**src/rtl/pftbl_div.sv**
```systemverilog
// ----------------------------------------------------------------------------
// pftbl_div
// Restoring divider, one quotient bit per cycle.
// ----------------------------------------------------------------------------
module pftbl_div #(
  parameter int unsigned N_W = 17,
  parameter int unsigned D_W = 24
) (
  input  logic           clk,
  input  logic           rst_n,
  input  logic           start,
  input  logic [N_W-1:0] numer,
  input  logic [D_W-1:0] denom,
  output logic           done,
  output logic [N_W-1:0] quot
);

  localparam int unsigned CW = $clog2(N_W + 1);

  logic [CW-1:0]  cnt_r, cnt_nxt;
  logic           busy_r, busy_nxt;
  logic           done_r, done_nxt;
  logic [N_W-1:0] q_r, q_nxt;
  logic [D_W:0]   rem_r, rem_nxt;
  logic [D_W-1:0] den_r, den_nxt;
  logic [D_W:0]   sh;

  always_comb begin
    cnt_nxt  = cnt_r;
    busy_nxt = busy_r;
    done_nxt = 1'b0;
    q_nxt    = q_r;
    rem_nxt  = rem_r;
    den_nxt  = den_r;
    sh       = {rem_r[D_W-1:0], q_r[N_W-1]};
    if (start) begin
      busy_nxt = 1'b1;
      cnt_nxt  = CW'(N_W);
      q_nxt    = numer;
      rem_nxt  = '0;
      den_nxt  = denom;
    end else if (busy_r) begin
      if (sh >= {1'b0, den_r}) begin
        rem_nxt = sh - {1'b0, den_r};
        q_nxt   = {q_r[N_W-2:0], 1'b1};
      end else begin
        rem_nxt = sh;
        q_nxt   = {q_r[N_W-2:0], 1'b0};
      end
      cnt_nxt = cnt_r - 1'b1;
      if (cnt_r == CW'(1)) begin
        busy_nxt = 1'b0;
        done_nxt = 1'b1;
      end
    end
  end

  always_ff @(posedge clk) begin
    if (!rst_n) begin
      busy_r <= 1'b0;
      done_r <= 1'b0;
      cnt_r  <= '0;
    end else begin
      busy_r <= busy_nxt;
      done_r <= done_nxt;
      cnt_r  <= cnt_nxt;
    end
    q_r   <= q_nxt;
    rem_r <= rem_nxt;
    den_r <= den_nxt;
  end

  assign done = done_r;
  assign quot = q_r;

endmodule

```
**config.mk**
```make
export PLATFORM = sky130hd
export DESIGN_NAME = pftbl_div
export DESIGN_NICKNAME = d
export VERILOG_FILES = /design/src/rtl/pftbl_div.sv
export SDC_FILE = /design/constraint.sdc
export NUM_CORES = 1
export LEC_CHECK = 0
export ABC_AREA = 0
export BUFFER_PORTS_ARGS = -buffer_cell sky130_fd_sc_hd__buf_2
export CAP_MARGIN = 20
export CORE_MARGIN = 2
export CORE_UTILIZATION = 40
export CTS_BUF_LIST = sky130_fd_sc_hd__clkbuf_2 sky130_fd_sc_hd__clkbuf_4 sky130_fd_sc_hd__clkbuf_8
export CTS_CLUSTER_SIZE = 30
export DETAILED_ROUTE_END_ITERATION = 10
export GPL_ROUTABILITY_DRIVEN = 0
export RECOVER_POWER = 50
export SETUP_SLACK_MARGIN = 0.3
export SLEW_MARGIN = 20
export SYNTH_ARGS = -nofsm -noshare
export SYNTH_HDL_FRONTEND = slang
export SYNTH_SLANG_ARGS = --single-unit
```
**constraint.sdc**
```tcl
create_clock -name clk -period 4.7 [get_ports clk]
set_clock_uncertainty 0.2 [all_clocks]
set_input_delay 0.705 -clock clk [delete_from_list [all_inputs] [get_ports clk]]
set_output_delay 0.705 -clock clk [all_outputs]
set_load 0.05 [all_outputs]
```
==> out/summary.txt <==
Placed Instances = 603
Proportion of layout cells with a drive suffix above 1 = 20.1%
Final hold vios = 0
CP Capture Type = flop
Synth Flop Type = edfxtp_1
Fin. max-slew vios = 35
Area of the multi-input gates = 2090 µm²
RSZ-0062 raised after global routing = false
Switching portion of total power = 32.7%
XOR/XNOR Fraction of Synth Area = 3.16%
Int Power = 1.14 mW
WHS = 0.286 ns
Mapped Nets = 488
Routed WL = 8840 µm
Die Ht = 106 µm
Clock tree buffer depth = 2
Sequential Power Share = 44.6%
Max-Cap Viols = 1
Post-cts sizing count = 0
FILL cells = 1006
TritonCTS clock tree = yes
DRT antenna net count = 0
CTS buffer count = 9
Top post-synthesis cells by area = edfxtp_1 30%, dfxtp_1 15%, ha_1 7.8%, mux2_2 4.9%, inv_1 3.4%
HP Start = rem_r[13]
Worst-Skew Late Latency = 0.36 ns
Post-synthesis simple-gate area fraction = 13.5%
Fraction of registers with async set/reset = 0%
Dominant cell type by area after synthesis = edfxtp_1
Final Non-Filler Cells = 619
Max IR drop VDD = 0.227 mV
Hold Path Stages = 2
Leakage = 1.98 nW
Worst hold path type = flop to flop
Max Clock Freq = 271 MHz
Ant diodes = 0
Top cell type's share of synthesized area = 29.6%
Yosys warns = 0
Final nets = 549
Cells after Synth = 417
Violations in the final reports = max-capacitance violations, max-slew violations
Tcrit/Tclk final = 78.5%
Worst setup path class = flop to flop
Post-synthesis compound-gate area fraction = 19.8%
Synthesized flop and latch total = 72
Power per cell area = 357 nW/µm²
Post-route DRC = 0
Post-synthesis adder-cell area fraction = 8.31%
H-tree Lvls = 3
Most frequent cells in the layout = 52 x buf_2, 41 x edfxtp_1, 38 x inv_1
Tot Pwr = 1.70 mW
Comb pwr share = 26.7%
Endpoints failing setup = 0
Cell row count = 37
Die W = 106 µm
Vias after detailed routing = 3259
Clk sinks = 72
Worst slew pin tran = 1.72 ns
Status = finished with violations
Overflow after GRT = 0
FF/Latch Area = 1850 µm²
Worst Reg-to-Reg Cells = 10
# hold bufs at CTS = 0
Final HPWL DP = 6330 µm
CP Max Fanout = 27
Clk root buf = clkbuf_8
Initial core utilization = 40.8%
Critical Path Start Type = flop
Pin count of the biggest net entering global routing = 38
Mux cell area share after synthesis = 5.60%
Worst rel slew slack = -14.8%
Tot GR Track Use = 16.9%
Post-CTS Repair Setup Buffers = 0
Synthesis-to-layout area growth = 14.5%
Avg Cell Area, Syn = 9.97 µm²
Final min period = 3.69 ns
Initial antenna violation count = 0
Largest family of logic cells by synthesized area = compound AO/OA/AOI/OAI gates
Worst setup path start = den_r[12]
Net Sw Power = 556 µW
Ports = 62
Critical Path RT = 4.75 ns
TritonRoute pass-1 iters = 4
Yosys cell types = 57
I/O Buffers = 61
Post-Syn Area = 4160 µm²
Most common cell after layout, fill and taps aside = buf_2
Global-route wire length before repair = 15100 µm
Reg clk slew, reported paths = 0.08 ns
DIE AREA = 11200 µm²
Clk pwr share = 28.7%
Post-synth EDFFs = 41
Routed wire length per instance = 14.3 µm
Sequential cell area fraction in the yosys report = 44.5%
Setup tns final = 0 ns
DR iter-0 viols = 105
Core Footprint = 10200 µm²
Critical Path AT = 3.74 ns
RR Startpoint = den_r[12]
Routed vias/inst = 5.26
Vias in the first global route = 3281
## registers in the layout (all words and copies together) (netlist names)
signal  cells
done        1
den_r      24
quot       17
rem_r      24
cnt_r       5
busy_r      1
## power by group through the flow
| stage | combinational, mW | sequential [mW] | clock, mW |
|---|---|---|---|
| finish | 0.453 | 0.758 | 0.487 |
| global route | 0.506 | 0.767 | 0.527 |
| CTS | 0.459 | 0.759 | 0.501 |
| detailed placement | 0.456 | 0.773 | 0 |
| global placement | 0.447 | 0.771 | 0 |
| floorplan | 0.303 | 0.822 | 0 |
## metrics by stage
step	cell area [µm²]	setup slack, ns	util (%)
global placement	4580	1.26	45.0
detailed placement	4580	1.06	45.0
CTS	4770	1.03	46.9
finish	4760	1.01	46.7
global route	4760	0.700	46.7
floorplan	4160	1.59	-
## critical path, cell delays in order, from the launching register on
cell and delay (ns):
edfxtp_1 0.37, inv_1 0.08, ha_1 0.29, and3_1 0.21
a221oi_2 0.39, nor3b_1 0.23, nand3_1 0.10, nand3_1 0.32
and2_1 0.88, a21oi_1 0.17, a311oi_1 0.33
## synth_stat cells (all sizes together), types with 3 or more instances
master and instances:
ha 26, nor2 37, mux2 18, a32oi 3, or3 6, a311oi 14
a21oi 23, nor2b 6, a21o 11, xnor2 8, buf 6, dfxtp 31
a211oi 6, and3 4, mux2i 3, edfxtp 41, xor2 7, nor3 9
o21a 11, nand2 34, clkbuf 7, nand2b 3, o211ai 3, inv 38
o21ai 17, nand3 14
## path summary, 6_finish.rpt
| kind | endpoint | slack, ns |
|---|---|---|
| setup / recovery | rem_r[18] | 1.01 |
| hold / removal | rem_r[13] | 0.29 |
| setup reg to reg | rem_r[18] | 1.01 |
| hold reg to reg | rem_r[13] | 0.29 |
## per-layer routing
metal / part of all wire, % / global-route usage, % / vias to the layer above / routed length [µm]
li1: - / - / 1648 / -
met1: 45 / 20.7 / 1546 / 4010
met2: 50 / 29.4 / 54 / 4390
met3: 3.7 / 4.05 / 11 / 326
met4: 1.4 / 5.17 / 0 / 121
met5: 0 / 0 / - / 0
## cell families after synthesis
logic type,after synthesis
mux,21
compound gates,110
simple gates,121
flops,72
fa+ha+maj,27
xor+xnor,15
buf+inv,51
## layout make-up
class / count / area share [%]
sequential: 72 / 38.9
timing repair buffer: 63 / 6.49
clock buffer: 9 / 2.60
multi-input combinational: 294 / 44.0
tap: 136 / 3.57
inverter: 38 / 3.00
clock inverter: 7 / 1.45
Note: power is estimated with default switching activity, not from simulation.
